<file path="src/vnef_pkg.sv">
// Shared types and constants of the voxel neighbourhood energy factor unit.
`default_nettype none
package vnef_pkg;

   localparam int UNIT_W = 64;   // shift register / result width of the serial unit
   localparam int DIV_W  = 48;   // divisor width
   localparam int ACC_W  = 48;   // weight accumulators
   localparam int STEP_W = 7;

   localparam logic [1:0] KIND_WRITE   = 2'd0;
   localparam logic [1:0] KIND_ADVANCE = 2'd1;
   localparam logic [1:0] KIND_QUERY   = 2'd2;

   localparam logic [7:0] CSR_RADIUS      = 8'd0;
   localparam logic [7:0] CSR_LAYERS_USED = 8'd1;
   localparam logic [7:0] CSR_Z_RATIO     = 8'd2;
   localparam logic [7:0] CSR_WIDTH_USED  = 8'd3;
   localparam logic [7:0] CSR_HEIGHT_USED = 8'd4;

   localparam logic [15:0] FACTOR_HALF = 16'd16384;
   localparam logic [6:0]  OCC_WEIGHT  = 7'd100;

   localparam logic [STEP_W-1:0] SQRT_STEPS  = 7'd12;
   localparam logic [STEP_W-1:0] RECIP_STEPS = 7'd33;
   localparam logic [STEP_W-1:0] FINAL_STEPS = 7'd64;

   typedef enum logic [0:0] {
      OP_DIV  = 1'b0,
      OP_SQRT = 1'b1
   } unit_op_type;

   typedef struct packed {
      logic              start;
      unit_op_type       op;
      logic [STEP_W-1:0] steps;
   } unit_cmd_type;

endpackage
`default_nettype wire

</file>
<file path="src/vnef_serial_unit.sv">
// Bit-serial restoring divider / square root sharing one compare-subtract.
`default_nettype none
module vnef_serial_unit (
   input  wire logic                        clock,
   input  wire logic                        reset,
   input  wire vnef_pkg::unit_cmd_type      cmd,
   input  wire logic [vnef_pkg::UNIT_W-1:0] operand,
   input  wire logic [vnef_pkg::DIV_W-1:0]  divisor,
   output logic                             done,
   output logic [vnef_pkg::UNIT_W-1:0]      result
);
   import vnef_pkg::*;

   logic              run_ff, run_in;
   logic              done_ff, done_in;
   unit_op_type       op_ff, op_in;
   logic [STEP_W-1:0] cnt_ff, cnt_in;
   logic [UNIT_W-1:0] sh_ff, sh_in, res_ff, res_in;
   logic [DIV_W:0]    rem_ff, rem_in;
   logic [DIV_W-1:0]  dv_ff, dv_in;

   logic [DIV_W:0]    opa, opb, diff;
   logic [UNIT_W-1:0] sh_next;
   logic              ge;

   always_comb begin
      if (op_ff == OP_SQRT) begin
         opa     = {rem_ff[DIV_W-2:0], sh_ff[UNIT_W-1 -: 2]};
         opb     = {res_ff[DIV_W-2:0], 2'b01};
         sh_next = {sh_ff[UNIT_W-3:0], 2'b00};
      end else begin
         opa     = {rem_ff[DIV_W-1:0], sh_ff[UNIT_W-1]};
         opb     = {1'b0, dv_ff};
         sh_next = {sh_ff[UNIT_W-2:0], 1'b0};
      end
      ge   = opa >= opb;
      diff = opa - opb;
   end

   always_comb begin
      run_in  = run_ff;
      done_in = 1'b0;
      op_in   = op_ff;
      cnt_in  = cnt_ff;
      sh_in   = sh_ff;
      res_in  = res_ff;
      rem_in  = rem_ff;
      dv_in   = dv_ff;
      if (cmd.start) begin
         run_in = 1'b1;
         op_in  = cmd.op;
         cnt_in = cmd.steps;
         sh_in  = operand;
         res_in = '0;
         rem_in = '0;
         dv_in  = divisor;
      end else if (run_ff) begin
         rem_in = ge ? diff : opa;
         res_in = {res_ff[UNIT_W-2:0], ge};
         sh_in  = sh_next;
         cnt_in = cnt_ff - 1'b1;
         if (cnt_ff == STEP_W'(1)) begin
            run_in  = 1'b0;
            done_in = 1'b1;
         end
      end
   end

   always_ff @(posedge clock) begin
      if (reset) begin
         run_ff  <= 1'b0;
         done_ff <= 1'b0;
         op_ff   <= OP_DIV;
         cnt_ff  <= '0;
      end else begin
         run_ff  <= run_in;
         done_ff <= done_in;
         op_ff   <= op_in;
         cnt_ff  <= cnt_in;
      end
      sh_ff  <= sh_in;
      res_ff <= res_in;
      rem_ff <= rem_in;
      dv_ff  <= dv_in;
   end

   assign done   = done_ff;
   assign result = res_ff;
endmodule
`default_nettype wire

</file>
<file path="config.mk">
export PLATFORM = sky130hd
export DESIGN_NAME = vnef_serial_unit
export DESIGN_NICKNAME = d
export VERILOG_FILES = /design/src/vnef_pkg.sv /design/src/vnef_serial_unit.sv
export SDC_FILE = /design/constraint.sdc
export NUM_CORES = 1
export LEC_CHECK = 0
export BUFFER_PORTS_ARGS = -buffer_cell sky130_fd_sc_hd__buf_2
export CAP_MARGIN = 20
export CORE_ASPECT_RATIO = 1.2
export CORE_MARGIN = 2
export CORE_UTILIZATION = 40
export DETAILED_ROUTE_END_ITERATION = 8
export GPL_TIMING_DRIVEN = 0
export PLACE_DENSITY = 0.55
export SYNTH_ARGS = -nofsm -noshare
export SYNTH_HDL_FRONTEND = slang
export SYNTH_SLANG_ARGS = --single-unit
</file>
<file path="constraint.sdc">
create_clock -name clock -period 14.7 [get_ports clock]
set_input_delay 1.47 -clock clock [delete_from_list [all_inputs] [get_ports clock]]
set_output_delay 1.47 -clock clock [all_outputs]
set_load 0.1 [all_outputs]
</file>
; Word-level counts from Yosys, hierarchy flattened
; Index checks and enable logic that the tools add are counted.
[classes]
n_addsub = 2
reduce_logical = 2
magnitude_cmp = 1
eq_ne = 1
muxes = 12
bitwise_logic = 1
[ops]
columns = cell, count
row1 = $mux 64, 3
row2 = $mux 49, 2
row3 = $ge 49x49->1, 1
row4 = $mux 48, 1
row5 = $sub 48x48->48, 1
row6 = $mux 7, 2
row7 = $eq 7x1->1 const B, 1
row8 = $sub 7x1->7 const B, 1
row9 = $mux 1, 4
row10 = $reduce_or 3->1, 1
row11 = $reduce_bool 2->1, 1
row12 = $not 1->1, 1
[totals]
ff_bits = 234

; Logic depth before layout (Yosys ltp)
; Gate-level depths: netlist of the first run.
[depth]
word_depth = 4
mapped_depth = 19

; Worst setup path before layout of the first run
; OpenSTA, ideal clock, no wires.
[synth_timing]
path_type = reg-to-reg
startpoint = register op_ff
endpoint = register rem_ff[44]
path_slack_ns = 9.995
synth_period_minus_slack_ns = 4.705
required_time_ns = 14.578
t_arrival_ns = 4.583
n_path_buf = 4
stages_incl_launch_ff = 19
path_cell_list = dfxtp_1 buf_1 buf_1 buf_1 buf_1 or2_2 ha_1 inv_1 fa_1 a211oi_1 o21bai_1 o21ai_0 o221ai_1 a21o_1 a2111oi_1 nor2_1 a41oi_1 xor2_1 o21ai_1
[synth_between]
elab_chain_cells = 3
word_cells_on_any_way = 5
cone_classes = add/sub (1) / order compare (1) / mux (3)
[synth_lines]
columns = element, line
row1 = start: declaration, vnef_serial_unit.sv:16  ; unit_op_type op_ff, op_in;
row2 = start signal: assignment, vnef_serial_unit.sv:78  ; op_ff <= op_in;
row3 = $mux 49, vnef_serial_unit.sv:27  ; if (op_ff == OP_SQRT) begin
row4 = $sub 48x48->48 or $ge 49x49->1 (tied branches), "vnef_serial_unit.sv:37, vnef_serial_unit.sv:36"
row5 = $mux 48 (*), vnef_serial_unit.sv:58  ; rem_in = ge ? diff : opa;
row6 = end signal: assignment, vnef_serial_unit.sv:83  ; rem_ff <= rem_in;
row7 = end: declaration, vnef_serial_unit.sv:19  ; logic [DIV_W:0] rem_ff, rem_in;
; Every way passes the cells marked *; elsewhere a longest branch is shown, timed or not.
; A chain may end at the register's enable or synchronous reset.

; Worst setup path in the final report of the first run
; Same ends and word-level chain as after synthesis.

==> results_dict.tcl, run 1 <==
set metrics [dict create \
    outcome "completed" \
    portion_of_the_clock_cycle_consumed_by_the_worst_path_in_the_final_layout_pct 46.9 \
    syn2layout_area_growth_pct 17.9 \
    synth.mux.area_fraction_pct 19.2 \
    synth_ff_type "dfxtp_1" \
    synth_warnings 0 \
    drt-vias-per-instance 5.34 \
    cts.sink_count 234 \
    postSynthRegisterBits 234 \
    detail_route.first_pass.iterations 5 \
    final.setup.worst_slack_ns 7.80 \
    yosysSeqAreaShare_pct 43.9 \
    main_combinational_cell_family_by_area_after_synthesis "multiplexers" \
    holdCritStartpoint "rem_ff[47]" \
    clkTransAtPathRegs_ns 0.06 \
    design.die.area_sq_mm 0.0346 \
    leakagePower_nw 6.29 \
    final_net_count 1714 \
    global_placement_routability_congestion 0.899 \
    cts_buffers 27 \
    grt.overflow.total 0 \
    share_of_cells_above_drive_strength_1_pct 19.2 \
    cp.required_ns 15.13 \
    layout_min_cycle_time_ns 6.90 \
    grt_first_pass_wirelength_mm 56.6 \
    die_h_microns 203 \
    p_total_w 0.00184 \
    max_cap_violations 0 \
    htreeDepth 1 \
    final.setup.tns_ns 0 \
    vdd_drop_max_v 0.0000850 \
    fp-row-count 72 \
    timing.critical_path.fanout_max 10 \
    post_cts_resize_count 0 \
    antenna_left 0 \
    fillers 3131 \
    postSynth.asyncResetShare_pct 0 \
    postCtsSetupBuffers 0 \
    drt_first_iter_violations 481 \
    max_slew_margin_pct 25.7 \
    clock_latency_ns 0.57 \
    maximum_number_of_pins_on_one_net_before_global_route_repair 42 \
    post_synth_adder_cell_area_pct 4.97 \
    grt_antenna_before_repair 6 \
    cp_data_arrival_time_ns 7.33 \
    criticalPathCategory "flop to flop" \
    multi_input_comb_area_sq_mm 0.00696 \
    p_per_area_mw_per_mm2 118 \
    number_of_cells_in_the_finished_layout_apart_from_fillers 1971 \
    report.final.setup_viol 0 \
    tritoncts "done" \
    achievable-frequency_mhz 145 \
    detail_route.drc_violations 0 \
    synth_simple_gate_area_share_pct 10.7 \
    post_syn_area_sq_mm 0.0132 \
    final_max_slew_viol_count 0 \
    number_of_cells_on_the_worst_hold_path 2 \
    worst-r2r-cell-count 18 \
    final_wirelength_mm 36.3 \
    min-delay-path-class "flop to flop" \
    hold_buffers 0 \
    design.core.area_sq_mm 0.0324 \
    post-route-util_pct 48.1 \
    design.portCount 188 \
    synth_xor_xnor_area_share_pct 3.38 \
    preCtsSetupSlack_ns 7.89 \
    initial_utilization_pct 40.8 \
    synth-compound-area-share_pct 14.3 \
    cts-root-buf "clkbuf_16" \
    synth_cell_type_count 68 \
    via_count_of_the_first_global_routing_pass 10698 \
    clock_path_buffers 3 \
    rsz0062_at_grt "false" \
    horiz_die_dim_microns 170 \
    grt_util_all_layers_pct 20.7 \
    ff_latch_area_sq_mm 0.00581 \
    rr_startpoint "op_ff" \
    post-dp-hpwl_mm 27.1 \
    hold_violations 0 \
    synth-edff-count 112 \
    port_buffers 186 \
    synth.net_count 1497 \
    setup.worst_path.start_class "flop" \
    worst_clock_skew_ns 0.0234 \
    placed_cells 1917 \
    netlist_instances 1322 \
    setup.worst_path.start "op_ff" \
    avgSynthCellArea_sq_um 10.0 \
    tightestPinTransition_ns 1.12 \
    detail_route.wl_per_cell_microns 18.4 \
    num_vias 10516 \
    type_of_element_capturing_the_critical_path "flop" \
]
metal layers:
layer  vias up  part of all wire [%]  GRT usage [%]
li1       5261                     -              -
met1      4921                    42           24.9
met2       262                    48           36.3
met3        68                   7.0           5.16
met4         4                   3.0           6.72
met5         -                 0.074              0
critical path: stages, from the launching register on:
cell	delay (ns)
dfxtp_1	0.38
buf_1	0.59
buf_1	0.55
buf_1	0.59
buf_1	0.74
or2_2	0.24
ha_1	0.16
inv_1	0.05
fa_1	0.42
a211oi_1	0.29
o21bai_1	0.18
o21ai_0	0.36
o221ai_1	0.27
a21o_1	0.29
a2111oi_1	0.78
nor2_1	0.25
a41oi_1	0.33
xor2_1	0.20
o21ai_1	0.07
where the power goes:
group,switching (W),internal (W)
clock network,0.000280,0.000394
registers,0.0000224,0.000734
logic,0.000241,0.000167
total,0.000544,0.00129
sequential cells by signal, indices dropped and copies added, names as in the netlist:
name / cells
cnt_ff: 7
sh_ff: 64
run_ff: 1
rem_ff: 48
done: 1
op_ff: 1
dv_ff: 48
result: 64
layout make-up:
type | count | area share (%)
Inverter | 22 | 0.529
Multi-Input combinational cell | 984 | 44.6
Clock buffer | 37 | 4.84
Buffer | 82 | 2.45
Clock inverter | 13 | 0.794
Sequential cell | 234 | 37.2
Timing Repair Buffer | 188 | 6.22
Tap cell | 407 | 3.26
Antenna cell | 4 | 0.0642
cells by family after synthesis:
family,after synthesis
xor gates and xnor gates,51
adders and majority gates,52
buffers and inverters,104
DFF,234
and+or+nand+nor,334
muxes,248
AOI/OAI and AO/OA,299
Yosys cell counts (4+ instances only):
cell type	number	area [sq um]
a32oi_1	5	43.8
a211oi_1	40	300
o22ai_1	4	25.0
buf_1	17	63.8
mux2_2	48	541
ha_1	51	638
a21o_1	22	165
and3_1	5	31.3
o211ai_1	4	30.0
edfxtp_1	112	3360
o21ai_1	5	25.0
xor2_1	20	175
dfxtp_1	122	2440
nand2_1	125	469
o21bai_1	10	75.1
nor2b_1	6	37.5
nor2_1	147	552
xnor2_1	31	272
o21ai_0	98	490
inv_1	22	82.6
or4_1	4	30.0
a21oi_1	63	315
a21boi_0	7	52.6
buf_2	4	20.0
and2_1	5	31.3
nor3_1	5	25.0
clkbuf_1	54	203
a31oi_1	7	43.8
nand2b_1	4	25.0
o31ai_1	6	45.0
nand3_1	15	75.1
mux2i_1	200	2000
nand4_1	5	31.3
cells in the final DEF, fill, tap and decap left out, types with 6 or more instances in the layout:
cell / instances
xnor2_1: 31
inv_1: 21
a31oi_1: 7
mux2_2: 48
xor2_1: 20
o31ai_1: 6
buf_2: 190
nand2_1: 125
a211oi_1: 40
nand3_1: 15
nor2_1: 147
dfxtp_1: 122
nor2b_1: 6
o21ai_0: 98
o21bai_1: 10
a21oi_1: 63
a21boi_0: 7
clkbuf_1: 61
edfxtp_1: 112
ha_1: 51
buf_1: 17
mux2i_1: 200
a21o_1: 22
clkbuf_16: 28
path summary, 6_finish.rpt:
| check | endpoint | slack [ns] |
|---|---|---|
| worst min register to register | rem_ff[47] | 0.48 |
| worst max-delay path | rem_ff[44] | 7.80 |
| worst min-delay path | rem_ff[47] | 0.48 |
| worst max register to register | rem_ff[44] | 7.80 |
through the flow:
step	area (sq um)	hold WS, ns
2_1_floorplan	13200	0.432
3_3_place_gp	14700	0.450
3_5_place_dp	14700	0.459
4_1_cts	15600	0.476
5_1_grt	15600	0.522
6_report	15600	0.476
(Power assumes the default switching activity.)
==> inputs of run 2 (changes only) <==
==> constraint.sdc (replaced) <==
create_clock -name clock -period 7.02 [get_ports clock]
set_input_delay 0.702 -clock clock [delete_from_list [all_inputs] [get_ports clock]]
set_output_delay 0.702 -clock clock [all_outputs]
set_load 0.1 [all_outputs]
==> run 2 against run 1 <==
  * Setup slack got worse by 7.4 ns
  * Clock-buffer cell count stayed put
  * Global-route usage stayed put
  * Register-to-register slack got worse by 7.4 ns
  * Total power grew 110%
  * Cell count did not move
  * Cell area barely moved
  * Clock power grew 110%
  * Critical path depth stayed put
  * Sequential power rose by 110%
  * Die area did not move
  * Sequential share of layout area hardly changed
  * Highest routed layer unchanged
==> results_dict.tcl, run 2 (synthesis gave the netlist of run 1 again) <==
set metrics [dict create \
    setup.worst_path.start_class "flop" \
    design.portCount 188 \
    maximum_number_of_pins_on_one_net_before_global_route_repair 42 \
    portion_of_the_clock_cycle_consumed_by_the_worst_path_in_the_final_layout_pct 94.0 \
    fp-row-count 72 \
    cts_buffers 27 \
    number_of_cells_on_the_worst_hold_path 1 \
    design.die.area_sq_mm 0.0346 \
    hold_slack_ns 0.311 \
    worst-r2r-cell-count 18 \
    timing.critical_path.fanout_max 10 \
    htreeDepth 1 \
    p_per_area_mw_per_mm2 247 \
    cts.sink_count 234 \
    port_buffers 186 \
    post-route-util_pct 48.1 \
    outcome "completed" \
    type_of_element_capturing_the_critical_path "flop" \
    die_h_microns 203 \
    criticalPathCategory "flop to flop" \
    final_wirelength_mm 36.3 \
    rr_startpoint "op_ff" \
    tritoncts "done" \
    holdCritStartpoint "divisor[1]" \
    initial_utilization_pct 40.8 \
    holdPathEnd "dv_ff[1]" \
    grt.overflow.total 0 \
    p_int_w 0.00271 \
    power.share.switching_pct 29.6 \
    syn2layout_area_growth_pct 17.9 \
    hold_violations 0 \
    p_total_w 0.00385 \
    min-delay-path-class "primary input to flop" \
    vdd_drop_max_v 0.000178 \
    p_sw_w 0.00114 \
    grt_util_all_layers_pct 20.7 \
    placed_cells 1917 \
    final.setup.tns_ns 0 \
    detail_route.wl_per_cell_microns 18.4 \
    power.clock.fraction_pct 36.7 \
    final_max_slew_viol_count 0 \
    leakagePower_nw 6.29 \
    detail_route.first_pass.iterations 5 \
    antenna_left 0 \
    max_cap_violations 0 \
    mostFrequentLayoutCells "mux2i_1, buf_2, nor2_1" \
    regToRegSetupSlack_ns 0.42 \
    clock_latency_ns 0.57 \
    clkTransAtPathRegs_ns 0.07 \
    cp.required_ns 7.45 \
    max_slew_margin_pct 25.5 \
    rsz0062_at_grt "false" \
    postCtsSetupBuffers 0 \
    clock_path_buffers 3 \
    design.core.area_sq_mm 0.0324 \
    report.final.setup_viol 0 \
    grt_antenna_before_repair 6 \
    global_placement_routability_congestion 0.899 \
    grt_first_pass_wirelength_mm 56.6 \
    horiz_die_dim_microns 170 \
    rr_endpoint "rem_ff[44]" \
    post-dp-hpwl_mm 27.1 \
    number_of_cells_in_the_finished_layout_apart_from_fillers 1971 \
    layout_min_cycle_time_ns 6.60 \
    hold_buffers 0 \
    via_count_of_the_first_global_routing_pass 10698 \
    register_share_of_total_power_pct 41.1 \
    worst_clock_skew_ns 0.0230 \
    cp_data_arrival_time_ns 7.03 \
    achievable-frequency_mhz 151 \
    cts-root-buf "clkbuf_16" \
    num_vias 10501 \
    final_net_count 1714 \
    part_of_the_power_in_combinational_logic_pct 22.2 \
    tightestPinTransition_ns 1.12 \
    drt-vias-per-instance 5.33 \
    drt_first_iter_violations 495 \
    share_of_cells_above_drive_strength_1_pct 19.4 \
    detail_route.drc_violations 0 \
    commonest_non_fill_non_tap_cell_in_the_layout "mux2i_1" \
]
run 2: per-layer routing:
metal  track usage [%]  vias up  share of wire [%]
met5                 0        -              0.074
li1                  -     5263                  -
met4              6.72        4                3.0
met2              36.3      256                 48
met3              5.16       66                6.9
met1              24.9     4912                 42
run 2: repair_timing:
| item | 4_1_cts | 5_1_grt |
|---|---|---|
| hold endpoints to repair | 0 | 0 |
| endpoints found under the setup margin | 0 | 4 |
| gates resized for setup | 0 | 4 |
run 2: final cells by class:
class	count	area, sq um
multi-input combinational	984	6960
buffer	82	384
timing repair buffer	188	971
sequential	234	5810
tap	407	509
antenna	4	10.0
fill	3132	16800
clock buffer	37	754
inverter	22	82.6
clock inverter	13	124
run 2: power groups by stage:
stage	clock, W	combinational [W]	sequential, W
after floorplan	0	0.000625	0.00160
after global placement	0	0.000843	0.00161
after detailed placement	0	0.000852	0.00161
after CTS	0.00145	0.000857	0.00158
after global routing	0.00150	0.000951	0.00159
final	0.00141	0.000854	0.00158
run 2: critical path, stage by stage (launching register included):
cell       delay [ns]
dfxtp_1          0.37
buf_1            0.59
buf_1            0.55
buf_1            0.59
clkbuf_2         0.49
or2_2            0.19
ha_1             0.15
inv_1            0.05
fa_1             0.42
a211oi_1         0.29
o21bai_1         0.18
o21ai_0          0.36
o221ai_1         0.27
a21o_1           0.29
a2111oi_1        0.79
nor2_1           0.25
a41oi_1          0.34
xor2_1           0.20
o21ai_1          0.07
run 2: how the worst max path moves through the flow:
| stage | start | endpoint | slack [ns] | cells after the start |
|---|---|---|---|---|
| 2_1_floorplan | op_ff | rem_ff[44] | 2.32 | 18 |
| 3_3_place_gp | op_ff | rem_ff[44] | 0.25 | 18 |
| 3_5_place_dp | op_ff | rem_ff[44] | 0.21 | 18 |
| 4_1_cts | op_ff | rem_ff[44] | 0.15 | 18 |
| 5_1_grt | op_ff | rem_ff[44] | 0.09 | 18 |
| 6_report | op_ff | rem_ff[44] | 0.42 | 18 |
run 2: stage by stage:
stage               setup WS [ns]  area [sq um]
detailed placement          0.211         14700
floorplan                    2.32         13200
global placement            0.248         14700
CTS                         0.149         15600
finish                      0.418         15600
global route               0.0938         15600
==> inputs of run 3 (changes only) <==
--- a/config.mk
+++ b/config.mk
@@ -11,7 +11,6 @@
 export CORE_MARGIN = 2
 export CORE_UTILIZATION = 40
 export DETAILED_ROUTE_END_ITERATION = 8
-export GPL_TIMING_DRIVEN = 0
 export PLACE_DENSITY = 0.55
 export SYNTH_ARGS = -nofsm -noshare
 export SYNTH_HDL_FRONTEND = slang
==> run 3 against run 2 <==
  * Via count shrank 3.6%
  * Global-route usage decreased by 3.1 points
  * Sequential share of layout area grew 0.85 points
  * Cell count is 3.5% lower
  * Critical path type unchanged
  * Non-clock buffer count fell by 74
  * Critical endpoint is now rem_ff[40]
  * First-iteration DRC count decreased by 10%
  * Register-to-register slack better by 1.8 ns
  * Total power is 2.2% lower
  * Clock skew is 0.013 ns lower
==> results_dict.tcl, run 3 (synthesis gave the netlist of run 1 again) <==
set metrics [dict create \
    num_vias 10128 \
    max_cap_violations 0 \
    tightestPinTransition_ns 1.02 \
    cts-root-buf "clkbuf_16" \
    postCtsSetupBuffers 0 \
    p_total_w 0.00377 \
    detail_route.first_pass.iterations 5 \
    portion_of_the_clock_cycle_consumed_by_the_worst_path_in_the_final_layout_pct 67.9 \
    drt-vias-per-instance 5.32 \
    timing.critical_path.fanout_max 53 \
    cp.required_ns 7.49 \
    global_placement_routability_congestion 0.849 \
    share_of_cells_above_drive_strength_1_pct 20.0 \
    rr_endpoint "rem_ff[40]" \
    preCtsSetupSlack_ns 2.24 \
    initial_utilization_pct 40.8 \
    p_per_area_mw_per_mm2 247 \
    achievable-frequency_mhz 210 \
    type_of_element_capturing_the_critical_path "flop" \
    via_count_of_the_first_global_routing_pass 10080 \
    rr_startpoint "op_ff" \
    syn2layout_area_growth_pct 15.4 \
    grt_first_pass_wirelength_mm 50.5 \
    worst_clock_skew_ns 0.00947 \
    design.core.area_sq_mm 0.0324 \
    mostFrequentLayoutCells "mux2i_1, buf_2, nor2_1" \
    post_cts_resize_count 0 \
    setup.worst_path.start_class "flop" \
    regToRegSetupSlack_ns 2.25 \
    vdd_drop_max_v 0.000179 \
    antenna_left 0 \
    detail_route.wl_per_cell_microns 16.3 \
    cp_data_arrival_time_ns 5.24 \
    final.setup.worst_slack_ns 2.25 \
    critical_path.most_common_cell "and3_1" \
    dpl-instance-area_sq_mm 0.0144 \
    final_wirelength_mm 31.0 \
    detail_route.drc_violations 0 \
    hold_slack_ns 0.316 \
    port_buffers 187 \
    grt_util_all_layers_pct 17.6 \
    min-delay-path-class "primary input to flop" \
    htreeDepth 1 \
    clock_latency_ns 0.56 \
    critPathMaxStageDelay_ns 0.79 \
    ff_latch_area_sq_mm 0.00581 \
    final_max_slew_viol_count 0 \
    cts.sink_count 234 \
    commonest_non_fill_non_tap_cell_in_the_layout "mux2i_1" \
    hold_buffers 0 \
    maximum_number_of_pins_on_one_net_before_global_route_repair 131 \
    tritoncts "done" \
    outcome "completed" \
    criticalPathCategory "flop to flop" \
    worst_setup_path_endpoint "rem_ff[40]" \
    max_slew_margin_pct 32.1 \
    post-dp-hpwl_mm 21.4 \
    post-route-cell-area_sq_mm 0.0153 \
    rsz0062_at_grt "false" \
    crit_path_cell_trace "buf_4 > mux2_2 > ha_1 > and3_1 > and3_1 > and3_4 > nand4_1 > or4_1 > o211ai_2 > a31o_4 > nand2_1 > o21ai_0" \
    fillers 3170 \
    final.setup.tns_ns 0 \
    grt_antenna_before_repair 12 \
    drt_first_iter_violations 444 \
    clock_path_buffers 3 \
    design.die.area_sq_mm 0.0346 \
    report.final.setup_viol 0 \
    clkTransAtPathRegs_ns 0.06 \
    setup.worst_path.start "op_ff" \
    horiz_die_dim_microns 170 \
    layout_min_cycle_time_ns 4.77 \
    multi_input_comb_area_sq_mm 0.00696 \
    fp-row-count 72 \
    crit_path_top_delay_cell "dfxtp_4" \
    cts_buffers 28 \
    hold_violations 0 \
    design.portCount 188 \
    worst-r2r-cell-count 12 \
    final_net_count 1641 \
    grt.overflow.total 0 \
    die_h_microns 203 \
    leakagePower_nw 6.17 \
]
==> run 3: cell types whose count changed in the layout (fill, tap and decap cells not counted), moves of 2 or more <==
| cell | change |
|---|---|
| buf_12 | -5 |
| clkbuf_2 | -3 |
| clkbuf_16 | +2 |
| buf_2 | -4 |
| bufinv_16 | -2 |
| diode_2 | +4 |
| clkinv_2 | -2 |
| dfxtp_4 | +2 |
| buf_4 | +7 |
| buf_1 | -16 |
| dfxtp_1 | -2 |
| clkbuf_1 | -49 |
==> run 3: stage by stage <==
stage | util, % | std cells
floorplan | - | 1322
global placement | 44.3 | 1843
detailed placement | 44.3 | 1843
CTS | 47.0 | 1895
global route | 47.0 | 1897
finish | 47.1 | 1903
==> run 3: where the power goes <==
group,total (W),internal [W],leakage [nW],switching (W)
Clock,0.00138,0.000802,0.421,0.000575
Combinational,0.000792,0.000337,3.63,0.000455
Sequential,0.00160,0.00154,2.12,0.0000596
==> run 3: metal layers <==
layer	up-vias	part of all wire (%)	GRT usage (%)
li1	5114	-	-
met1	4727	44	21.7
met2	223	47	30.1
met3	56	7.1	5.12
met4	8	2.2	4.95
met5	-	0.16	0
==> run 3: worst min-delay path by stage <==
stage | from | to | slack, ns | cells past startpoint
final | divisor[6] | dv_ff[6] | 0.32 | 1
after global routing | divisor[6] | dv_ff[6] | 0.29 | 1
after CTS | divisor[47] | dv_ff[47] | 0.29 | 1
after detailed placement | rem_ff[47] | rem_ff[47] | 0.45 | 2
after global placement | rem_ff[47] | rem_ff[47] | 0.44 | 2
after floorplan | rem_ff[47] | rem_ff[47] | 0.43 | 2
==> run 3: cell type report <==
class | instances | share of cell area, %
flip-flops and latches | 234 | 38.1
clock buffers | 43 | 5.37
inverters | 22 | 0.541
diodes | 8 | 0.131
clock inverters | 9 | 0.344
repair buffers | 196 | 6.64
well taps | 407 | 3.33
multi-input cells | 984 | 45.6
==> run 3: critical path: cells and delay by family (launching register included) <==
| kind | cells | cell delay [ns] |
|---|---|---|
| simple gates | 6 | 1.64 |
| compound gates | 3 | 0.98 |
| flops | 1 | 0.79 |
| buf+inv | 1 | 0.42 |
| fa+ha+maj | 1 | 0.42 |
| mux | 1 | 0.39 |
